==> config.mk <==
export PLATFORM = sky130hd
export DESIGN_NAME = tcg_front
export DESIGN_NICKNAME = d
export VERILOG_FILES = /design/src/sv/tcg_pkg.sv /design/src/sv/tcg_modc.sv /design/src/sv/tcg_front.sv
export SDC_FILE = /design/constraint.sdc
export NUM_CORES = 1
export LEC_CHECK = 0
export BUFFER_PORTS_ARGS = -buffer_cell sky130_fd_sc_hd__buf_2
export CAP_MARGIN = 20
export CORE_MARGIN = 5
export CORE_UTILIZATION = 49
export CTS_CLUSTER_SIZE = 24
export DETAILED_ROUTE_END_ITERATION = 16
export PLACE_DENSITY = 0.79
export SETUP_SLACK_MARGIN = 0.1
export SYNTH_ARGS = -nofsm -noshare
export SYNTH_HDL_FRONTEND = slang
export SYNTH_SLANG_ARGS = --single-unit
==> constraint.sdc <==
create_clock -name aclk -period 20.2 [get_ports aclk]
set_input_delay 4.04 -clock aclk [delete_from_list [all_inputs] [get_ports aclk]]
set_output_delay 4.04 -clock aclk [all_outputs]
set_load 0.01 [all_outputs]
==> src/sv/tcg_pkg.sv <==
// Shared types and constants of the text cell glyph renderer.
`timescale 1ns / 1ps

package tcg_pkg;

    localparam int unsigned IDX_W       = 10;
    localparam int unsigned ADDR_W      = 19;
    localparam int unsigned COLOR_W     = 32;
    localparam int unsigned GLYPH_ROWS  = 16;
    localparam int unsigned ROW_W       = 4;
    localparam int unsigned GLYPH_W     = 8;
    localparam int unsigned PAL_DEPTH   = 256;
    localparam int unsigned PAL_W       = 8;
    localparam int unsigned QUEUE_DEPTH = 4;
    localparam int unsigned QPTR_W      = 2;

    typedef enum logic [1:0] {
        OP_RENDER  = 2'd0,
        OP_FONT    = 2'd1,
        OP_PALETTE = 2'd2
    } op_t;

    typedef enum logic [1:0] {
        CMD_RENDER,
        CMD_FONT,
        CMD_PAL
    } cmd_t;

    typedef struct packed {
        cmd_t               cmd;
        logic [IDX_W-1:0]   font_base;
        logic [PAL_W-1:0]   fg_idx;
        logic [PAL_W-1:0]   bg_idx;
        logic [ADDR_W-1:0]  base_addr;
        logic [IDX_W-1:0]   table_index;
        logic [COLOR_W-1:0] table_data;
    } item_t;

endpackage

==> src/sv/tcg_modc.sv <==
// Pipelined remainder by a constant divisor, three stages.
`timescale 1ns / 1ps

module tcg_modc #(
    parameter int unsigned W = 16,
    parameter int unsigned D = 256
) (
    input  logic         aclk,
    input  logic         en,
    input  logic [W-1:0] x,
    output logic [W-1:0] y
);

    // Reciprocal estimate is low by at most one quotient step
    localparam int unsigned MV = (1 << W) / D;

    logic [2*W:0] prod;
    logic [W:0]   q_reg;
    logic [W-1:0] x1_reg;
    logic [W:0]   r_reg;
    logic [W-1:0] y_reg;

    assign prod = (2*W+1)'(x) * (2*W+1)'(MV);
    assign y    = y_reg;

    always_ff @(posedge aclk) begin
        if (en) begin
            q_reg  <= prod[2*W:W];
            x1_reg <= x;
            r_reg  <= (W+1)'(x1_reg) - (W+1)'(q_reg * D);
            // fix the one-off estimate
            y_reg  <= (32'(r_reg) >= D) ? W'(r_reg - (W+1)'(D)) : W'(r_reg);
        end
    end

endmodule

==> src/sv/tcg_front.sv <==
// Front end: accept, classify and wrap transfers, form the cell base address.
`timescale 1ns / 1ps

module tcg_front #(
    parameter int unsigned GLYPHS       = 256,
    parameter int unsigned TEXT_COLUMNS = 100,
    parameter int unsigned TEXT_ROWS    = 28
) (
    input  logic                           aclk,
    input  logic                           aresetn,
    input  logic                           s_valid,
    output logic                           s_ready,
    input  logic [1:0]                     s_operation,
    input  logic [31:0]                    s_cell_word,
    input  logic [6:0]                     s_cell_column,
    input  logic [4:0]                     s_cell_row,
    input  logic [tcg_pkg::IDX_W-1:0]      s_table_index,
    input  logic [tcg_pkg::COLOR_W-1:0]    s_table_data,
    output logic                           q_valid,
    input  logic                           q_ready,
    output tcg_pkg::item_t                 q_item
);

    localparam int unsigned FONT_WORDS = 4 * GLYPHS;
    localparam int unsigned ROW_PIXELS =
        tcg_pkg::GLYPH_ROWS * tcg_pkg::GLYPH_W * TEXT_COLUMNS;
    localparam int unsigned LAT = 3;

    typedef struct packed {
        tcg_pkg::cmd_t                     cmd;
        logic [tcg_pkg::PAL_W-1:0]         fg_idx;
        logic [tcg_pkg::PAL_W-1:0]         bg_idx;
        logic [tcg_pkg::IDX_W-1:0]         table_index;
        logic [tcg_pkg::COLOR_W-1:0]       table_data;
    } side_t;

    logic           adv;
    logic           keep;
    tcg_pkg::cmd_t  cmd;
    side_t          side_in;
    side_t          side_reg [LAT];
    logic [LAT-1:0] valid_reg;
    logic           out_valid_reg;
    tcg_pkg::item_t item_reg;
    logic [15:0]    glyph_m;
    logic [6:0]     col_m;
    logic [4:0]     row_m;
    logic [17:0]    glyph_x4;

    // Stall the whole front only when the final stage cannot drain
    assign adv     = !out_valid_reg || q_ready;
    assign s_ready = adv;
    assign q_valid = out_valid_reg;
    assign q_item  = item_reg;

    always_comb begin
        keep = 1'b0;
        cmd  = tcg_pkg::CMD_RENDER;
        case (s_operation)
            tcg_pkg::OP_RENDER: begin
                keep = 1'b1;
                cmd  = tcg_pkg::CMD_RENDER;
            end
            tcg_pkg::OP_FONT: begin
                keep = 32'(s_table_index) < FONT_WORDS;
                cmd  = tcg_pkg::CMD_FONT;
            end
            tcg_pkg::OP_PALETTE: begin
                keep = 32'(s_table_index) < tcg_pkg::PAL_DEPTH;
                cmd  = tcg_pkg::CMD_PAL;
            end
            default: begin
                keep = 1'b0;
            end
        endcase
    end

    always_comb begin
        side_in.cmd         = cmd;
        side_in.fg_idx      = s_cell_word[23:16];
        side_in.bg_idx      = s_cell_word[31:24];
        side_in.table_index = s_table_index;
        side_in.table_data  = s_table_data;
    end

    tcg_modc #(.W(16), .D(GLYPHS)) u_glyph_mod (
        .aclk (aclk), .en (adv), .x (s_cell_word[15:0]), .y (glyph_m)
    );

    tcg_modc #(.W(7), .D(TEXT_COLUMNS)) u_col_mod (
        .aclk (aclk), .en (adv), .x (s_cell_column), .y (col_m)
    );

    tcg_modc #(.W(5), .D(TEXT_ROWS)) u_row_mod (
        .aclk (aclk), .en (adv), .x (s_cell_row), .y (row_m)
    );

    assign glyph_x4 = {glyph_m, 2'b00};

    always_ff @(posedge aclk) begin
        if (!aresetn) begin
            valid_reg     <= '0;
            out_valid_reg <= 1'b0;
        end else if (adv) begin
            valid_reg     <= {valid_reg[LAT-2:0], s_valid && keep};
            out_valid_reg <= valid_reg[LAT-1];
        end
    end

    always_ff @(posedge aclk) begin
        if (adv) begin
            side_reg[0] <= side_in;
            for (int i = 1; i < LAT; i++) begin
                side_reg[i] <= side_reg[i-1];
            end
            item_reg.cmd         <= side_reg[LAT-1].cmd;
            item_reg.fg_idx      <= side_reg[LAT-1].fg_idx;
            item_reg.bg_idx      <= side_reg[LAT-1].bg_idx;
            item_reg.table_index <= side_reg[LAT-1].table_index;
            item_reg.table_data  <= side_reg[LAT-1].table_data;
            item_reg.font_base   <= glyph_x4[tcg_pkg::IDX_W-1:0];
            item_reg.base_addr   <= tcg_pkg::ADDR_W'(32'(row_m) * ROW_PIXELS)
                                  + tcg_pkg::ADDR_W'({col_m, 3'b000});
        end
    end

endmodule

Yosys cells after proc, flatten, opt, wreduce, memory -nomap -nowiden
Memories as Yosys holds them, arrays and structs flattened. A register that Yosys moved wholly into a read port is not among the register bits.
Index checks and enable logic that the tools add are counted.
Operators by class
  $add $sub $neg: 5
  multipliers: 1
  div/mod/pow operators: 0
  order comparisons: 4
  equal/unequal tests: 2
  shift operators: 0
  multiplexer cells: 7
  bitwise gates (word level): 0
  reduce and logical (&&, ||, !) cells: 5
Operator list (number)
  $add A19 B10 Y19: 1
  $ge A17 B9 Y1 const B: 1
  $sub A16 B16 Y17: 1
  $lt A10 B9 Y1 const B: 1
  $mul A5 B5 Y10 const B: 1
  $mux W8: 1
  $sub A8 B1 Y8 const B: 1
  $ge A7 B7 Y1 const B: 1
  $mux W7: 1
  $sub A7 B7 Y7 const B: 1
  $ge A5 B5 Y1 const B: 1
  $mux W5: 1
  $sub A5 B5 Y5 const B: 1
  $pmux W2 S2: 1
  $eq A2 B1 Y1 const B: 1
  $eq A2 B2 Y1 const B: 1
  $logic_not A2 Y1: 1
  $mux W1: 2
  $pmux W1 S2: 1
  $reduce_or A2 Y1: 1
  $logic_and A1 B1 Y1: 1
  $logic_not A1 Y1: 1
  $logic_or A1 B1 Y1: 1
Storage, ports and cells
  register bits after elaboration: 116
  latch bits: 0
  memory bits (writable): 180
  ROM bits: 0
  output and inout port bits: 91
  memories: 1
Memories
  side_reg: words 3, bits a word 60, rd ports 3, clocked after memory_dff 1, write ports 3, line tcg_front.sv:41  | side_t side_reg [LAT];

Logic depth before layout (Yosys ltp)
  depth after elaboration: 4
  mapped depth: 10
  gate-level depth less buffers: 10

Cells and area by module
A second synthesis with hierarchy kept.
Unflattened totals
  cells, all modules: 442
  area, all modules: 10842.9 um^2
By module, submodules not included
  tcg_front: instances 1, cells an instance 340, area each 8594.5 um^2, sequential area each 8007.7 um^2
  tcg_modc (u_glyph_mod): instances 1, cells an instance 33, area each 942.2 um^2, sequential area each 930.9 um^2
  tcg_modc (u_col_mod): instances 1, cells an instance 42, area each 769.5 um^2, sequential area each 630.6 um^2
  tcg_modc (u_row_mod): instances 1, cells an instance 27, area each 536.8 um^2, sequential area each 450.4 um^2

Least setup slack after synthesis
Ideal clock, no wire load.
  kind: input -> output
  from: input q_ready
  to: output s_ready
  arrival: 10.473 ns
  path slack: 5.687 ns
  cell stages on the path: 2
  path buffers: 0
  cells stage by stage: nor2b_1 inv_1
On the way
  cells in the longest elaborated chain, start to end: 1
RTL lines
  start: declaration: line tcg_front.sv:20  | input logic q_ready,
  $logic_or A1 B1 Y1: line tcg_front.sv:51  | assign adv = !out_valid_reg || q_ready;
  end: declaration: line tcg_front.sv:12  | output logic s_ready,
Every way passes these cells.

Worst setup path after layout
Same ends and word-level chain as after synthesis.

==> impl_metrics.json <==
{
  "synth_compound_area_share_pct": 1.30,
  "final.fill_count": 1564,
  "slew_headroom_pct": 30.9,
  "drv_cap": 0,
  "place.gp.congestion": 0.713,
  "fmax_ghz": 0.106,
  "start_util_pct": 49.4,
  "die_area_mm2": 0.0249,
  "tightest_slew_ps": 1040,
  "status": "finished, final reports clean",
  "ys_warn_count": 0,
  "drc": 0,
  "skew_ps": 19.2,
  "power.static_leakage_nw": 5.02,
  "synthAdderAreaFrac_pct": 2.76,
  "synth_top_area_share_pct": 91.1,
  "cts_made_buffers": 31,
  "cts_root_buf": "clkbuf_16",
  "synthCells": 442,
  "post-cts-setup-buffer-count": 0,
  "ys_top_cells_by_area": "edfxtp_1, ha_1, xnor2_1",
  "core_mm2": 0.0216,
  "finalPower_mw": 1.43,
  "drive_gt1_share_pct": 33.4,
  "hold_buffers": 0,
  "dp_hpwl_mm": 9.75,
  "syn_avg_cell_area_um2": 24.2,
  "synth_mux_area_share_pct": 0.0937,
  "tns_ps": 0,
  "clk_pin_slew_worst_paths_ps": 70,
  "gr-usage-met1_pct": 14.3,
  "yosys.area.top_type": "edfxtp_1",
  "cts_tree": "built",
  "row_count": 54,
  "grt_pass1_wl_mm": 23.8,
  "power_density_mw_per_mm2": 111,
  "grt_use_met2_pct": 21.0,
  "startpoint_type": "primary input",
  "yosys.area_share.simple_pct": 1.99,
  "cts_max_path_buffers": 3,
  "first_iter_violations": 237,
  "top_usage_layer": "met2",
  "critPathRequiredTime_ps": 16160,
  "insertion_delay_ps": 540,
  "vdd_drop_max_uv": 73.2,
  "cts_num_sinks": 328,
  "synth_top_family_by_area": "adder cells",
  "ys_seq_elements": 328,
  "seq_area_frac_synth_pct": 91.8,
  "drt-pass1-iter-count": 4,
  "totalWireLength_mm": 15.3,
  "ant_nets": 0,
  "grt_setup_unrepaired": "false",
  "multiInputGateArea_um2": 807,
  "fp.dieH_um": 158,
  "grt_overflow": 0,
  "avgRoutedWirePerCell_um": 16.1,
  "critPathKind": "in2out",
  "final-seq-area_mm2": 0.00981,
  "maxSlewViolCount": 0,
  "via_per_inst": 4.68,
  "num-nets-final": 758,
  "synth_xor_area_share_pct": 1.23,
  "synth_area_mm2": 0.0107,
  "synth_cell_types": 32,
  "period_share_pct": 46.8,
  "fin_crit_ps": 9440,
  "layout_commonest_cell": "edfxtp_1",
  "die_x_um": 158,
  "critical_path_arrival_ps": 5400,
  "hold_path.class": "reg2reg",
  "ctsResizeCount": 0,
  "antenna_found_initial": 4,
  "cts_max_level": 1,
  "largest_reg_flops": 180,
  "final_cell_mix": "edfxtp_1, buf_2, clkbuf_16",
  "grt_pass1_vias": 4647,
  "pin_count": 183,
  "dr_total_vias": 4450,
  "hold_viol_final": 0,
  "area_growth_pct": 20.4,
  "grt_usage_pct": 12.2,
  "end_kind": "output pin",
  "fin_util_pct": 59.5,
  "grt_max_degree": 193,
  "use_met3_pct": 3.61,
  "setup_viol": 0,
  "path_max_fanout": 137,
  "portBuffers": 169
}
logic make-up after synthesis:
family,Yosys count
flops,328
simple gates,39
fa+ha+maj,23
compound gates,20
xor+xnor,15
buf+inv,15
other cells,1
mux,1
per-stage QoR:
stage / hold WS (ps) / cell area, um^2 / setup WS, ps / std cells
floorplan: 400 / 10700 / 5690 / 446
global placement: 400 / 11900 / 10740 / 890
detailed placement: 405 / 11900 / 10670 / 890
CTS: 410 / 12900 / 10670 / 948
global route: 415 / 12900 / 10630 / 950
finish: 413 / 12900 / 10760 / 950
critical path, stage by stage:
cell,delay [ps]
buf_2,100
nor2b_1,520
inv_8,430
buf_2,290
routing by layer:
| metal | wire length, um | vias to the layer above |
|---|---|---|
| met1 | 5780 | 2142 |
| met4 | 482 | 4 |
| met5 | 27 | - |
| met2 | 7970 | 129 |
| met3 | 1010 | 43 |
| li1 | - | 2132 |
final timing paths:
path	startpoint	to	slack, ps	cells past startpoint
setup / recovery	q_ready	s_ready	10760	4
hold / removal	side_reg[1][47]$_DFFE_PP_	side_reg[2][47]$_DFFE_PP_	410	0
setup reg to reg	u_row_mod.y[1]$_DFFE_PP_	q_item[60]$_DFFE_PP_	17420	9
hold reg to reg	side_reg[1][47]$_DFFE_PP_	side_reg[2][47]$_DFFE_PP_	410	0
area by class of cell:
cell class                 count  area share [%]
clock inverter                20            1.31
tap                          280            2.72
multi-input combinational    103            6.28
inverter                       9           0.321
antenna                        2          0.0389
clock buffer                  38            6.31
sequential                   328            76.3
timing repair buffer         170            6.73
synth_stat cells, drive strengths merged:
cell type and count:
o211ai 2, or3 1, edfxtp 324, a21oi 3
buf 6, nor3 1, o221ai 1, ha 22
nand4 1, nor3b 4, o21ai 6, a21boi 5
and4b 1, and2 3, mux2i 1, nand2 12
a211oi 1, o21a 1, nor4 1, fa 1
o31ai 1, nand3b 2, nor2 5, conb 1
nor2b 4, dfxtp 4, xnor2 10, nand3 4
xor2 5, inv 9
where the power goes:
group | total (mW) | switching (mW) | internal [mW]
combinational | 0.0675 | 0.0372 | 0.0303
sequential | 0.811 | 0.0135 | 0.798
clock | 0.547 | 0.234 | 0.313
total | 1.43 | 0.285 | 1.14
No activity file was read; power rests on OpenSTA's default activity.
