===== src/sv/tcg_pkg.sv =====
// Shared types and constants of the text cell glyph renderer.
`timescale 1ns / 1ps

package tcg_pkg;

    localparam int unsigned IDX_W       = 10;
    localparam int unsigned ADDR_W      = 19;
    localparam int unsigned COLOR_W     = 32;
    localparam int unsigned GLYPH_ROWS  = 16;
    localparam int unsigned ROW_W       = 4;
    localparam int unsigned GLYPH_W     = 8;
    localparam int unsigned PAL_DEPTH   = 256;
    localparam int unsigned PAL_W       = 8;
    localparam int unsigned QUEUE_DEPTH = 4;
    localparam int unsigned QPTR_W      = 2;

    typedef enum logic [1:0] {
        OP_RENDER  = 2'd0,
        OP_FONT    = 2'd1,
        OP_PALETTE = 2'd2
    } op_t;

    typedef enum logic [1:0] {
        CMD_RENDER,
        CMD_FONT,
        CMD_PAL
    } cmd_t;

    typedef struct packed {
        cmd_t               cmd;
        logic [IDX_W-1:0]   font_base;
        logic [PAL_W-1:0]   fg_idx;
        logic [PAL_W-1:0]   bg_idx;
        logic [ADDR_W-1:0]  base_addr;
        logic [IDX_W-1:0]   table_index;
        logic [COLOR_W-1:0] table_data;
    } item_t;

endpackage


===== src/sv/tcg_queue.sv =====
// Short queue between front end and back end.
`timescale 1ns / 1ps

module tcg_queue (
    input  logic           aclk,
    input  logic           aresetn,
    input  logic           in_valid,
    output logic           in_ready,
    input  tcg_pkg::item_t in_item,
    output logic           out_valid,
    input  logic           out_ready,
    output tcg_pkg::item_t out_item
);

    tcg_pkg::item_t                  entry_reg [tcg_pkg::QUEUE_DEPTH];
    logic [tcg_pkg::QPTR_W-1:0]      wr_ptr_reg;
    logic [tcg_pkg::QPTR_W-1:0]      rd_ptr_reg;
    logic [tcg_pkg::QPTR_W:0]        count_reg;
    logic                            push;
    logic                            pop;

    assign in_ready  = count_reg != (tcg_pkg::QPTR_W+1)'(tcg_pkg::QUEUE_DEPTH);
    assign out_valid = count_reg != '0;
    assign out_item  = entry_reg[rd_ptr_reg];
    assign push      = in_valid && in_ready;
    assign pop       = out_valid && out_ready;

    always_ff @(posedge aclk) begin
        if (!aresetn) begin
            wr_ptr_reg <= '0;
            rd_ptr_reg <= '0;
            count_reg  <= '0;
        end else begin
            if (push) begin
                wr_ptr_reg <= wr_ptr_reg + 1'b1;
            end
            if (pop) begin
                rd_ptr_reg <= rd_ptr_reg + 1'b1;
            end
            if (push && !pop) begin
                count_reg <= count_reg + 1'b1;
            end else if (pop && !push) begin
                count_reg <= count_reg - 1'b1;
            end
        end
    end

    always_ff @(posedge aclk) begin
        if (push) begin
            entry_reg[wr_ptr_reg] <= in_item;
        end
    end

endmodule


===== config.mk =====
export PLATFORM = sky130hd
export DESIGN_NAME = tcg_queue
export DESIGN_NICKNAME = d
export VERILOG_FILES = /design/src/sv/tcg_pkg.sv /design/src/sv/tcg_queue.sv
export SDC_FILE = /design/constraint.sdc
export NUM_CORES = 1
export LEC_CHECK = 0
export BUFFER_PORTS_ARGS = -buffer_cell sky130_fd_sc_hd__buf_4
export CAP_MARGIN = 20
export CORE_MARGIN = 3
export CORE_UTILIZATION = 60
export CTS_CLUSTER_SIZE = 24
export DETAILED_ROUTE_END_ITERATION = 12
export HOLD_SLACK_MARGIN = 0.05
export PLACE_DENSITY_LB_ADDON = 0.25
export SYNTH_ARGS = -nofsm -noshare
export SYNTH_HDL_FRONTEND = slang
export SYNTH_SLANG_ARGS = --single-unit

===== constraint.sdc =====
create_clock -name aclk -period 5.7 [get_ports aclk]
set_input_delay 1.14 -clock aclk [delete_from_list [all_inputs] [get_ports aclk]]
set_output_delay 1.14 -clock aclk [all_outputs]
set_load 0.05 [all_outputs]

* Yosys cells after proc, flatten, opt, wreduce, memory -nomap -nowiden
Memories as Yosys holds them, arrays and structs flattened. A register that Yosys moved wholly into a read port is not among the register bits.
Index checks and enable logic that the tools add are counted.
** Storage, ports and cells
- Flip-flop bits (word level) :: 7
- Memory bits (writable) :: 356
- Input bits :: 93
- Memories kept :: 1
- Output and inout port bits :: 91
** Memory list
- entry_reg :: depth 4, bits a word 89, read ports 1, clocked after memory_dff 1, wr ports 1, line tcg_queue.sv:15 : tcg_pkg::item_t entry_reg [tcg_pkg::QUEUE_DEPTH];
** Cells by class
- Multiplexer cells :: 6
- Reduce and logical (&&, ||, !) cells :: 8
- Eq/ne operators :: 1
- Add/sub/neg operators :: 4
** Operators by type and width (count)
- 3-bit two-way mux :: 2
- 2-bit by 1-bit adder with 2-bit output (second input constant) :: 2
- 1-bit logical AND :: 4
- 2-bit two-way mux :: 2
- 3-bit by 1-bit adder with 3-bit output (second input constant) :: 1
- 3-bit inequality test (second input constant) :: 1
- 3-bit nonzero test :: 1
- 3-bit by 1-bit subtractor with 3-bit output (second input constant) :: 1
- 1-bit zero test :: 2
- 1-bit two-way mux :: 2
- 2-bit nonzero test :: 1

* Logic depth before layout (Yosys ltp)
Gate-level depths: netlist of the first run.
- Depth in word-level cells :: 6
- Gate-level depth with buffers :: 8
- Gate-level depth less buffers :: 8

* Worst setup path before layout of the first run
OpenSTA, ideal clock, no wires.
- Kind :: input-to-reg
- Start :: in in_valid
- End :: mem entry_reg[0][0] (netlist bit), enable pin
- Slack :: 1.715 ns
- Buffers on the path :: 0
- Data arrival time :: 3.528 ns
- Required time :: 5.243 ns
- Cell stages on the path :: 2
- Cell sequence :: a21boi_2 -> and2_1
** On the way
- Cells in the longest elaborated chain, start to end :: 3
** RTL lines
- from (decl) :: line tcg_queue.sv:7 : input logic in_valid,
- 1-bit logical AND :: line tcg_queue.sv:25 : assign push = in_valid && in_ready;
- 1-bit two-way mux :: line tcg_queue.sv:49 : if (push) begin
- 1-bit two-way mux (implied by the code) :: line tcg_queue.sv:50 : entry_reg[wr_ptr_reg] <= in_item;
- to (decl) :: line tcg_queue.sv:15
No other way between the ends.

==> results.sh, run 1 <==
export IMPL_outcome="completed"
export IMPL_dp_cells=957
export IMPL_report_final_hold_viol_count=0
export IMPL_cpLargestDelayFamily="buffers and inverters"
export IMPL_final_layout_size_suffix_gt1_share_pct=43.78
export IMPL_path_max_fanout=36
export IMPL_fin_crit_sh_pct=67.89
export IMPL_p_int_mw=5.420
export IMPL_critical_path_cell_count=4
export IMPL_final_standard_cell_count_with_taps_included_and_fillers_excluded=1015
export IMPL_post_route_drc_count=0
export IMPL_floorplan_die_width_um=154.8
export IMPL_maxSlewViolCount=0
export IMPL_pre_cts_setup_slack_ns=2.243
export IMPL_timing_critical_path_mode_cell="sky130_fd_sc_hd__buf_12"
export IMPL_synth_yosys_seq_area_share_pct=81.78
export IMPL_worstPathArrival_ns=2.73
export IMPL_timing_critical_path_cells="buf_12 > buf_12 > mux4_2 > buf_4"
export IMPL_firstDrtPassIters=4
export IMPL_holdCritPathClass="reg2reg"
export IMPL_gp_congestion=0.7172
export IMPL_reg2reg_to="entry_reg[0][71]"
export IMPL_post_route_worst_setup_slack_ns=1.830
export IMPL_swShare_pct=33.71
export IMPL_final_setup_viol_count=0
export IMPL_synth_net_count=612
export IMPL_power_combinational_fraction_pct=32.8
export IMPL_antenna_found_initial=1
export IMPL_synthesis_instances=513
export IMPL_fp_dieArea_um2=23970
export IMPL_area_fraction_in_compound_gates_after_synthesis_pct=0.3012
export IMPL_crit_path_start_kind="register"
export IMPL_clock_root_buffer="sky130_fd_sc_hd__clkbuf_16"
export IMPL_rows=53
export IMPL_reg2reg_slack_ns=2.98
export IMPL_synth_seq_cells=365
export IMPL_yosys_warnings=0
export IMPL_synth_simple_area_share_pct=0.6872
export IMPL_peakVddDrop_mv=0.3276
export IMPL_antenna_cells=0
export IMPL_synthesis_area_um2=13290
export IMPL_final_skew_ns=0.01922
export IMPL_synth_area_mux_share_pct=15.31
export IMPL_total_switching_power_mw=2.756
export IMPL_first_iter_violations=481
export IMPL_total_leakage_power_nw=5.352
export IMPL_area_of_placed_instances_um2=14980
export IMPL_critical_path_max_stage_delay_ns=0.78
export IMPL_die_y_um=154.8
export IMPL_worstPathBufferInverterCount=3
export IMPL_post_synth_edffs=356
export IMPL_overall_routed_net_length_um=24290
export IMPL_cts_made_buffers=36
export IMPL_asr_flop_ratio_synth_pct=0
export IMPL_start_util_pct=62.05
export IMPL_rsz0062_at_grt="no"
export IMPL_num_vias=6010
export IMPL_globalRoute_totalOverflow=0
export IMPL_num_io_pins=184
export IMPL_cts_resized=0
export IMPL_clk_pin_slew_ns=0.06
export IMPL_tritoncts_clock_tree="yes"
export IMPL_timing_setup_critical_path_class="reg2out"
export IMPL_critical_path_required_ns=4.56
export IMPL_worstRegToRegCells=4
export IMPL_number_of_global_route_vias_before_repair=6464
export IMPL_timing_worst_slew_pin_value_ns=1.037
export IMPL_synth_xor_area_share_pct=0.2636
export IMPL_fin_nets=819
export IMPL_p_seq_share_pct=42.0
export IMPL_largest_family_of_logic_cells_by_synthesized_area="multiplexers"
export IMPL_post_drt_via_cell_ratio=5.921
export IMPL_ys_flop_type="sky130_fd_sc_hd__edfxtp_1"
export IMPL_synth_cell_type_count=24
export IMPL_placeable_area_um2=21420
export IMPL_worst_setup_path_endpoint="out_item[0]"
export IMPL_grt_util_all_layers_pct=20.70
export IMPL_drt_wirelength_per_cell_um=23.93
export IMPL_flow_area_growth_from_synthesis_pct=20.26
export IMPL_worst_setup_path_end_kind="output pin"
export IMPL_pwr_share_clk_pct=25.2
export IMPL_clock_sink_count=365
export IMPL_max_clock_freq_mhz=258.4
export IMPL_detailed_place_hpwl_um=14210
export IMPL_slowest_stage_cell_cp="sky130_fd_sc_hd__dfxtp_4"
export IMPL_power_density_over_the_cells_nw_per_um2=511.5
export IMPL_port_buffer_count=183
export IMPL_sum_of_negative_setup_slack_ns=0
export IMPL_wire_length_of_the_first_global_routing_pass_um=37150
export IMPL_clkLatencyLatePin_ns=0.51
export IMPL_final_cell_area_um2=15980
export IMPL_htree_num_levels=2
export IMPL_syn_mean_instance_area_um2=25.91
export IMPL_final_period_demand_of_the_worst_path_ns=3.870
export IMPL_flip_flop_count_of_the_largest_register_after_layout=356
export IMPL_cts_hold_fix_buffers=0
export IMPL_finalPower_mw=8.176
export IMPL_postRouteAntennaNets=0
export IMPL_grt_start_max_net_pins=68
export IMPL_ctsLongestPathBuffers=3
export IMPL_slew_headroom_pct=30.86
export IMPL_timing_rr_start="count_reg[0]"
export IMPL_yosys_area_share_adder_pct=0.6213
export IMPL_max_cap_violations=0
export IMPL_cts_repair_timing_setup_buffer_count=0
[layer usage]
layer  wire length [µm]  GRT usage, %  vias up  share of wire, %
li1                   -             -     2600                 -
met1               9372         28.41     3133                39
met2              12300         33.32      223                51
met3               1886         5.176       52               7.8
met4                720         7.149        2               3.0
met5                 13             0        -             0.054
[logic make-up (layout without fill, tap and decap cells)]
logic type / count (synthesis) / after routing
fa+ha+maj: 6 / 6
mux: 92 / 92
simple gates: 17 / 17
buf+inv: 24 / 251
xor+xnor: 4 / 4
compound gates: 5 / 5
flops: 365 / 365
[cells in the final DEF (no fill, tap or decap), types with 4 or more instances in the layout]
cell type                     n
sky130_fd_sc_hd__and2_4       4
sky130_fd_sc_hd__clkinv_1     5
sky130_fd_sc_hd__dfxtp_1      7
sky130_fd_sc_hd__mux4_2      89
sky130_fd_sc_hd__clkbuf_1    15
sky130_fd_sc_hd__clkbuf_16   37
sky130_fd_sc_hd__and2_1       4
sky130_fd_sc_hd__ha_1         5
sky130_fd_sc_hd__edfxtp_1   356
sky130_fd_sc_hd__buf_4      188
sky130_fd_sc_hd__nand2_1      5
[stage by stage]
stage          hold WS (ns)  utilization, %
2_1_floorplan        0.4677               -
3_3_place_gp         0.4746           69.83
3_5_place_dp         0.5122           69.93
4_1_cts              0.5195           74.62
5_1_grt              0.5366           74.62
6_report             0.5129           74.62
[Yosys cell counts, types with 2 or more instances]
cell                         n  area, µm²
sky130_fd_sc_hd__edfxtp_1  356      10690
sky130_fd_sc_hd__mux4_2     89       2004
sky130_fd_sc_hd__buf_2      10      50.05
sky130_fd_sc_hd__dfxtp_1     9      180.2
sky130_fd_sc_hd__and2_1      8      50.05
sky130_fd_sc_hd__clkbuf_1    8      30.03
sky130_fd_sc_hd__ha_1        5      62.56
sky130_fd_sc_hd__nand2_1     5      18.77
sky130_fd_sc_hd__inv_1       3      11.26
sky130_fd_sc_hd__mux2i_1     3      30.03
sky130_fd_sc_hd__xnor2_1     3      26.28
sky130_fd_sc_hd__or3_1       2      12.51
[worst min-delay path by stage]
| stage | startpoint | end | slack, ns | cells after the start |
|---|---|---|---|---|
| floorplan | wr_ptr_reg[1] | wr_ptr_reg[1] | 0.47 | 2 |
| global placement | wr_ptr_reg[1] | wr_ptr_reg[1] | 0.47 | 2 |
| detailed placement | wr_ptr_reg[0] | wr_ptr_reg[0] | 0.51 | 2 |
| CTS | wr_ptr_reg[0] | wr_ptr_reg[0] | 0.52 | 2 |
| global route | wr_ptr_reg[0] | wr_ptr_reg[0] | 0.54 | 2 |
| finish | wr_ptr_reg[0] | wr_ptr_reg[0] | 0.51 | 2 |
[worst min-delay path, stage by stage (launching register included)]
cell and delay, ns:
sky130_fd_sc_hd__dfxtp_1 0.34, sky130_fd_sc_hd__nand2_1 0.07, sky130_fd_sc_hd__mux2i_1 0.06
[final cells by class]
class | count | area (µm²)
Sequential cell | 365 | 10880
Fill cell | 1163 | 5435
Multi-Input combinational cell | 124 | 2293
Timing Repair Buffer | 190 | 1451
Clock buffer | 52 | 982.2
Tap cell | 275 | 344.1
Clock inverter | 6 | 23.77
Inverter | 3 | 11.26
[power by group through the flow]
stage	clock [mW]	sequential [mW]	combinational (mW)
after floorplan	0	3.38	2.05
after global placement	0	3.51	2.62
after detailed placement	0	3.50	2.71
after CTS	2.11	3.44	2.72
after global routing	2.21	3.47	2.80
final	2.06	3.43	2.68
No activity file was read; power rests on OpenSTA's default activity.
==> run 2: changes to the inputs <==
--- a/config.mk
+++ b/config.mk
@@ -8,7 +8,7 @@
 export BUFFER_PORTS_ARGS = -buffer_cell sky130_fd_sc_hd__buf_4
 export CAP_MARGIN = 20
 export CORE_MARGIN = 3
-export CORE_UTILIZATION = 60
+export CORE_UTILIZATION = 51
 export CTS_CLUSTER_SIZE = 24
 export DETAILED_ROUTE_END_ITERATION = 12
 export HOLD_SLACK_MARGIN = 0.05
==> constraint.sdc (replaced) <==
create_clock -name aclk -period 3.15 [get_ports aclk]
set_input_delay 0.63 -clock aclk [delete_from_list [all_inputs] [get_ports aclk]]
set_output_delay 0.63 -clock aclk [all_outputs]
set_load 0.05 [all_outputs]
==> run 2 against run 1 <==
Effect of this change: sequential power up 79%; utilization down 10 points; critical path type unchanged; largest cell class unchanged; critical endpoint is now out_item[61]; clock skew shrank 0.0066 ns; flip-flop and latch count did not move; combinational power up 88%; design area up 2.4%; via count shrank 0.38%; power increased by 86%.
==> results.sh, run 2 (synthesis results as in run 1) <==
export IMPL_utilization_pct=64.42
export IMPL_worstPathArrival_ns=2.26
export IMPL_finalPower_mw=15.25
export IMPL_crit_path_start_kind="register"
export IMPL_mostFrequentLayoutCells="sky130_fd_sc_hd__edfxtp_1 (356), sky130_fd_sc_hd__buf_4 (189), sky130_fd_sc_hd__mux4_2 (89)"
export IMPL_postRouteAntennaNets=0
export IMPL_drt_wirelength_per_cell_um=22.50
export IMPL_gp_congestion=0.7265
export IMPL_overall_routed_net_length_um=24460
export IMPL_fp_dieArea_um2=28030
export IMPL_clk_pin_slew_ns=0.06
export IMPL_peakVddDrop_mv=0.5736
export IMPL_ctsLongestPathBuffers=3
export IMPL_clkLatencyLatePin_ns=0.51
export IMPL_fin_crit_sh_pct=91.76
export IMPL_outcome="completed"
export IMPL_post_drt_via_cell_ratio=5.508
export IMPL_cts_hold_fix_buffers=0
export IMPL_report_final_hold_viol_count=0
export IMPL_die_y_um=167.4
export IMPL_holdWs_ns=0.3171
export IMPL_sequential_cell_area_um2=10880
export IMPL_holdCritPathClass="in2reg"
export IMPL_htree_num_levels=2
export IMPL_final_layout_size_suffix_gt1_share_pct=45.63
export IMPL_post_route_drc_count=0
export IMPL_path_max_fanout=21
export IMPL_max_cap_violations=0
export IMPL_number_of_global_route_vias_before_repair=6635
export IMPL_timing_setup_critical_path_class="reg2out"
export IMPL_worst_setup_path_end_kind="output pin"
export IMPL_slew_headroom_pct=59.83
export IMPL_layout_commonest_cell="sky130_fd_sc_hd__edfxtp_1"
export IMPL_power_density_over_the_cells_nw_per_um2=931.8
export IMPL_cts_resized=0
export IMPL_critical_path_required_ns=2.52
export IMPL_rows=58
export IMPL_firstDrtPassIters=6
export IMPL_tritoncts_clock_tree="yes"
export IMPL_grt_start_max_net_pins=51
export IMPL_grt_util_all_layers_pct=17.90
export IMPL_num_vias=5987
export IMPL_flip_flop_count_of_the_largest_register_after_layout=356
export IMPL_placeable_area_um2=25400
export IMPL_final_period_demand_of_the_worst_path_ns=2.890
export IMPL_start_util_pct=52.33
export IMPL_max_clock_freq_mhz=346.0
export IMPL_maxSlewViolCount=0
export IMPL_final_skew_ns=0.01261
export IMPL_worstRegToRegCells=8
export IMPL_worst_hold_path_depth=1
export IMPL_clock_sink_count=365
export IMPL_antenna_found_initial=2
export IMPL_num_io_pins=184
export IMPL_sum_of_negative_setup_slack_ns=0
export IMPL_total_leakage_power_nw=5.496
export IMPL_timing_worst_slew_pin_value_ns=0.6026
export IMPL_multi_input_area_um2=2293
export IMPL_rsz0062_at_grt="no"
export IMPL_port_buffer_count=183
export IMPL_first_iter_violations=493
export IMPL_cts_made_buffers=37
export IMPL_wire_length_of_the_first_global_routing_pass_um=38590
export IMPL_globalRoute_totalOverflow=0
export IMPL_cts_repair_timing_setup_buffer_count=0
export IMPL_reg2reg_slack_ns=0.68
export IMPL_floorplan_die_width_um=167.4
export IMPL_fin_nets=829
export IMPL_nFillCells=1691
export IMPL_detailed_place_hpwl_um=15370
export IMPL_flow_area_growth_from_synthesis_pct=23.11
export IMPL_clock_root_buffer="sky130_fd_sc_hd__clkbuf_16"
export IMPL_final_setup_viol_count=0
-- run 2: area by class of cell --
type	count	share of cell area (%)
Inverter	3	0.06882
Timing Repair Buffer	199	9.894
Antenna cell	1	0.01529
Clock inverter	17	0.8335
Tap cell	330	2.523
Sequential cell	365	66.48
Multi-Input combinational cell	124	14.02
Clock buffer	48	6.171
-- run 2: path summary, 6_finish.rpt --
check / from / to
hold reg to reg: wr_ptr_reg[1] / wr_ptr_reg[1]
setup reg to reg: count_reg[0] / count_reg[2]
hold / removal: in_item[8] / entry_reg[1][8]
setup / recovery: register / out_item[61]
-- run 2: report_power, final --
part / internal (mW) / total [mW] / switching (mW)
Clock: 2.42 / 4.08 / 1.66
Combinational: 1.84 / 5.04 / 3.20
Sequential: 5.90 / 6.13 / 0.231
-- run 2: stage by stage --
stage | setup slack (ns) | cell area, µm² | std cells
4_1_cts | 0.1876 | 16360 | 1086
3_3_place_gp | 0.7597 | 15210 | 1021
6_report | 0.2596 | 16360 | 1087
5_1_grt | 0.08728 | 16360 | 1087
3_5_place_dp | 0.5809 | 15210 | 1021
2_1_floorplan | 0.6491 | 13300 | 513
-- run 2: worst max-delay path, cell delays in order, from the launching register on --
cell and delay [ns]:
sky130_fd_sc_hd__dfxtp_4 0.64, sky130_fd_sc_hd__buf_4 0.36, sky130_fd_sc_hd__mux4_2 0.55, sky130_fd_sc_hd__buf_4 0.21
-- run 2: metal layers --
layer	GRT usage (%)	up-vias	routed length [µm]
met5	0	-	13
met4	5.123	2	559
met3	4.792	41	1564
met2	29.75	167	12490
met1	23.77	3141	9833
li1	-	2636	-
==> run 3: changes to the inputs <==
--- a/config.mk
+++ b/config.mk
@@ -8,11 +8,12 @@
 export BUFFER_PORTS_ARGS = -buffer_cell sky130_fd_sc_hd__buf_4
 export CAP_MARGIN = 20
 export CORE_MARGIN = 3
-export CORE_UTILIZATION = 51
+export CORE_UTILIZATION = 41
 export CTS_CLUSTER_SIZE = 24
 export DETAILED_ROUTE_END_ITERATION = 12
 export HOLD_SLACK_MARGIN = 0.05
 export PLACE_DENSITY_LB_ADDON = 0.25
+export RECOVER_POWER = 25
 export SYNTH_ARGS = -nofsm -noshare
 export SYNTH_HDL_FRONTEND = slang
 export SYNTH_SLANG_ARGS = --single-unit
==> run 3 against run 2 <==
Effect of this change: critical path depth unchanged; flip-flop and latch count unchanged; combinational power about the same; clock skew up 0.0042 ns; sequential power down 1%; via count down 0.38%; final cell count up 6.9%; power up 0.77%; non-clock buffer count down 1; routed wire length up 3.7%.
==> results.sh, run 3 (synthesis results as in run 1) <==
export IMPL_die_y_um=186.1
export IMPL_wl_met3_um=1694
export IMPL_num_io_pins=184
export IMPL_gp_congestion=0.7222
export IMPL_number_of_global_route_vias_before_repair=6649
export IMPL_worst_setup_path_end_kind="output pin"
export IMPL_area_of_placed_instances_um2=15270
export IMPL_p_seq_share_pct=39.4
export IMPL_clk_pin_slew_ns=0.06
export IMPL_fp_dieArea_um2=34610
export IMPL_final_setup_viol_count=0
export IMPL_antenna_cells=0
export IMPL_sum_of_negative_setup_slack_ns=0
export IMPL_rsz0062_at_grt="no"
export IMPL_power_density_over_the_cells_nw_per_um2=944.1
export IMPL_path_max_fanout=49
export IMPL_overall_routed_net_length_um=25350
export IMPL_cts_made_buffers=39
export IMPL_worstPathBufferInverterCount=2
export IMPL_start_util_pct=41.91
export IMPL_total_leakage_power_nw=5.305
export IMPL_peakVddDrop_mv=0.4866
export IMPL_detailed_place_hpwl_um=15550
export IMPL_globalRoute_totalOverflow=0
export IMPL_fin_nets=830
export IMPL_cts_resized=0
export IMPL_grt_start_max_net_pins=52
export IMPL_max_cap_violations=0
export IMPL_htree_num_levels=2
export IMPL_rows=65
export IMPL_num_vias=5964
export IMPL_first_iter_violations=242
export IMPL_floorplan_die_width_um=186.1
export IMPL_mostFrequentLayoutCells="sky130_fd_sc_hd__edfxtp_1 (356), sky130_fd_sc_hd__buf_4 (134), sky130_fd_sc_hd__mux4_2 (89)"
export IMPL_maxSlewViolCount=0
export IMPL_final_cell_area_um2=16270
export IMPL_final_period_demand_of_the_worst_path_ns=2.734
export IMPL_grt_util_all_layers_pct=14.59
export IMPL_pre_cts_setup_slack_ns=0.5953
export IMPL_post_route_worst_setup_slack_ns=0.4163
export IMPL_timing_worst_slew_pin_value_ns=0.5181
export IMPL_dr_max_layer_used="met5"
export IMPL_report_final_hold_viol_count=0
export IMPL_final_layout_size_suffix_gt1_share_pct=38.03
export IMPL_power_combinational_fraction_pct=32.7
export IMPL_p_int_mw=10.23
export IMPL_clock_root_buffer="sky130_fd_sc_hd__clkbuf_16"
export IMPL_wire_length_of_the_first_global_routing_pass_um=37900
export IMPL_swShare_pct=33.43
export IMPL_ctsLongestPathBuffers=3
export IMPL_placeable_area_um2=31720
export IMPL_pwr_share_clk_pct=27.9
export IMPL_firstDrtPassIters=4
export IMPL_slowest_stage_cell_cp="sky130_fd_sc_hd__mux4_2"
export IMPL_cts_repair_timing_setup_buffer_count=0
export IMPL_antenna_found_initial=2
export IMPL_holdWs_ns=0.3254
export IMPL_tritoncts_clock_tree="yes"
export IMPL_final_skew_ns=0.01680
export IMPL_timing_setup_critical_path_class="reg2out"
export IMPL_layout_commonest_cell="sky130_fd_sc_hd__edfxtp_1"
export IMPL_drt_wirelength_per_cell_um=21.82
export IMPL_clkLatencyLatePin_ns=0.51
export IMPL_post_drt_via_cell_ratio=5.133
export IMPL_routed_wl_met2_um=13160
export IMPL_critical_path_required_ns=2.52
export IMPL_crit_path_start_kind="register"
export IMPL_port_buffer_count=183
export IMPL_cpLargestDelayFamily="multiplexers"
export IMPL_holdCritPathClass="in2reg"
export IMPL_routedLengthMet1_um=9833
export IMPL_cts_hold_fix_buffers=0
export IMPL_flip_flop_count_of_the_largest_register_after_layout=356
export IMPL_max_clock_freq_mhz=365.8
export IMPL_clock_sink_count=365
export IMPL_critical_path_max_stage_delay_ns=0.60
export IMPL_worstPathArrival_ns=2.10
export IMPL_postRouteAntennaNets=0
export IMPL_fin_crit_sh_pct=86.78
export IMPL_outcome="completed"
export IMPL_total_switching_power_mw=5.137
export IMPL_flow_area_growth_from_synthesis_pct=22.43
export IMPL_post_route_drc_count=0
export IMPL_slew_headroom_pct=65.46
export IMPL_timing_critical_path_cells="buf_12 > mux4_2 > buf_4"
[run 3: cell count changes in the layout (fill, tap and decap cells not counted), sizes merged]
cell,previous run,this run
buf,199,142
clkbuf,48,105
clkinv,12,14
bufinv,2,3
clkinvlp,2,3
diode,1,0
[run 3: power groups by stage]
| stage | Clock [mW] | Combinational [mW] | Sequential [mW] |
|---|---|---|---|
| after floorplan | 0 | 3.71 | 6.09 |
| after detailed placement | 0 | 5.16 | 6.16 |
| after global routing | 4.63 | 5.29 | 6.09 |
| after CTS | 4.41 | 5.17 | 6.06 |
| after global placement | 0 | 5.12 | 6.12 |
| final | 4.28 | 5.03 | 6.05 |
[run 3: worst register-to-register path, stage by stage (launching register included)]
cell and delay (ns):
sky130_fd_sc_hd__dfxtp_1 0.45, sky130_fd_sc_hd__nor2_1 0.11, sky130_fd_sc_hd__a21boi_2 0.35, sky130_fd_sc_hd__ha_1 0.25, sky130_fd_sc_hd__inv_1 0.07, sky130_fd_sc_hd__fa_1 0.38
sky130_fd_sc_hd__xor2_1 0.16, sky130_fd_sc_hd__or3_1 0.30, sky130_fd_sc_hd__a21boi_0 0.22
[run 3: per-layer routing]
| layer | vias up | track usage, % |
|---|---|---|
| met1 | 3118 | 17.48 |
| li1 | 2640 | - |
| met5 | - | 0 |
| met3 | 48 | 4.593 |
| met2 | 154 | 25.41 |
| met4 | 4 | 4.468 |
[run 3: worst paths after layout]
check | endpoint | slack [ns] | depth (start not counted) | start
worst max register to register | count_reg[2] | 0.78 | 8 | count_reg[0]
worst min-delay path | entry_reg[3][2] | 0.33 | 1 | in_item[2]
worst max-delay path | out_item[28] | 0.42 | 3 | register
worst min register to register | wr_ptr_reg[1] | 0.51 | 2 | wr_ptr_reg[1]
[run 3: area by class of cell]
cell class | count | area (µm²)
Timing Repair Buffer | 198 | 1376
Sequential cell | 365 | 10880
Multi-Input combinational cell | 124 | 2293
Inverter | 3 | 11.26
Clock inverter | 21 | 177.7
Tap cell | 402 | 503.0
Clock buffer | 49 | 1033
Fill cell | 2529 | 15440
[run 3: per-stage QoR]
step | total power, mW | utilization, % | instances
final | 15.36 | 51.31 | 1162
after global placement | 11.24 | 48.15 | 1092
after floorplan | 9.799 | - | 513
after CTS | 15.64 | 51.97 | 1162
after detailed placement | 11.32 | 48.15 | 1092
after global routing | 16.01 | 51.31 | 1162
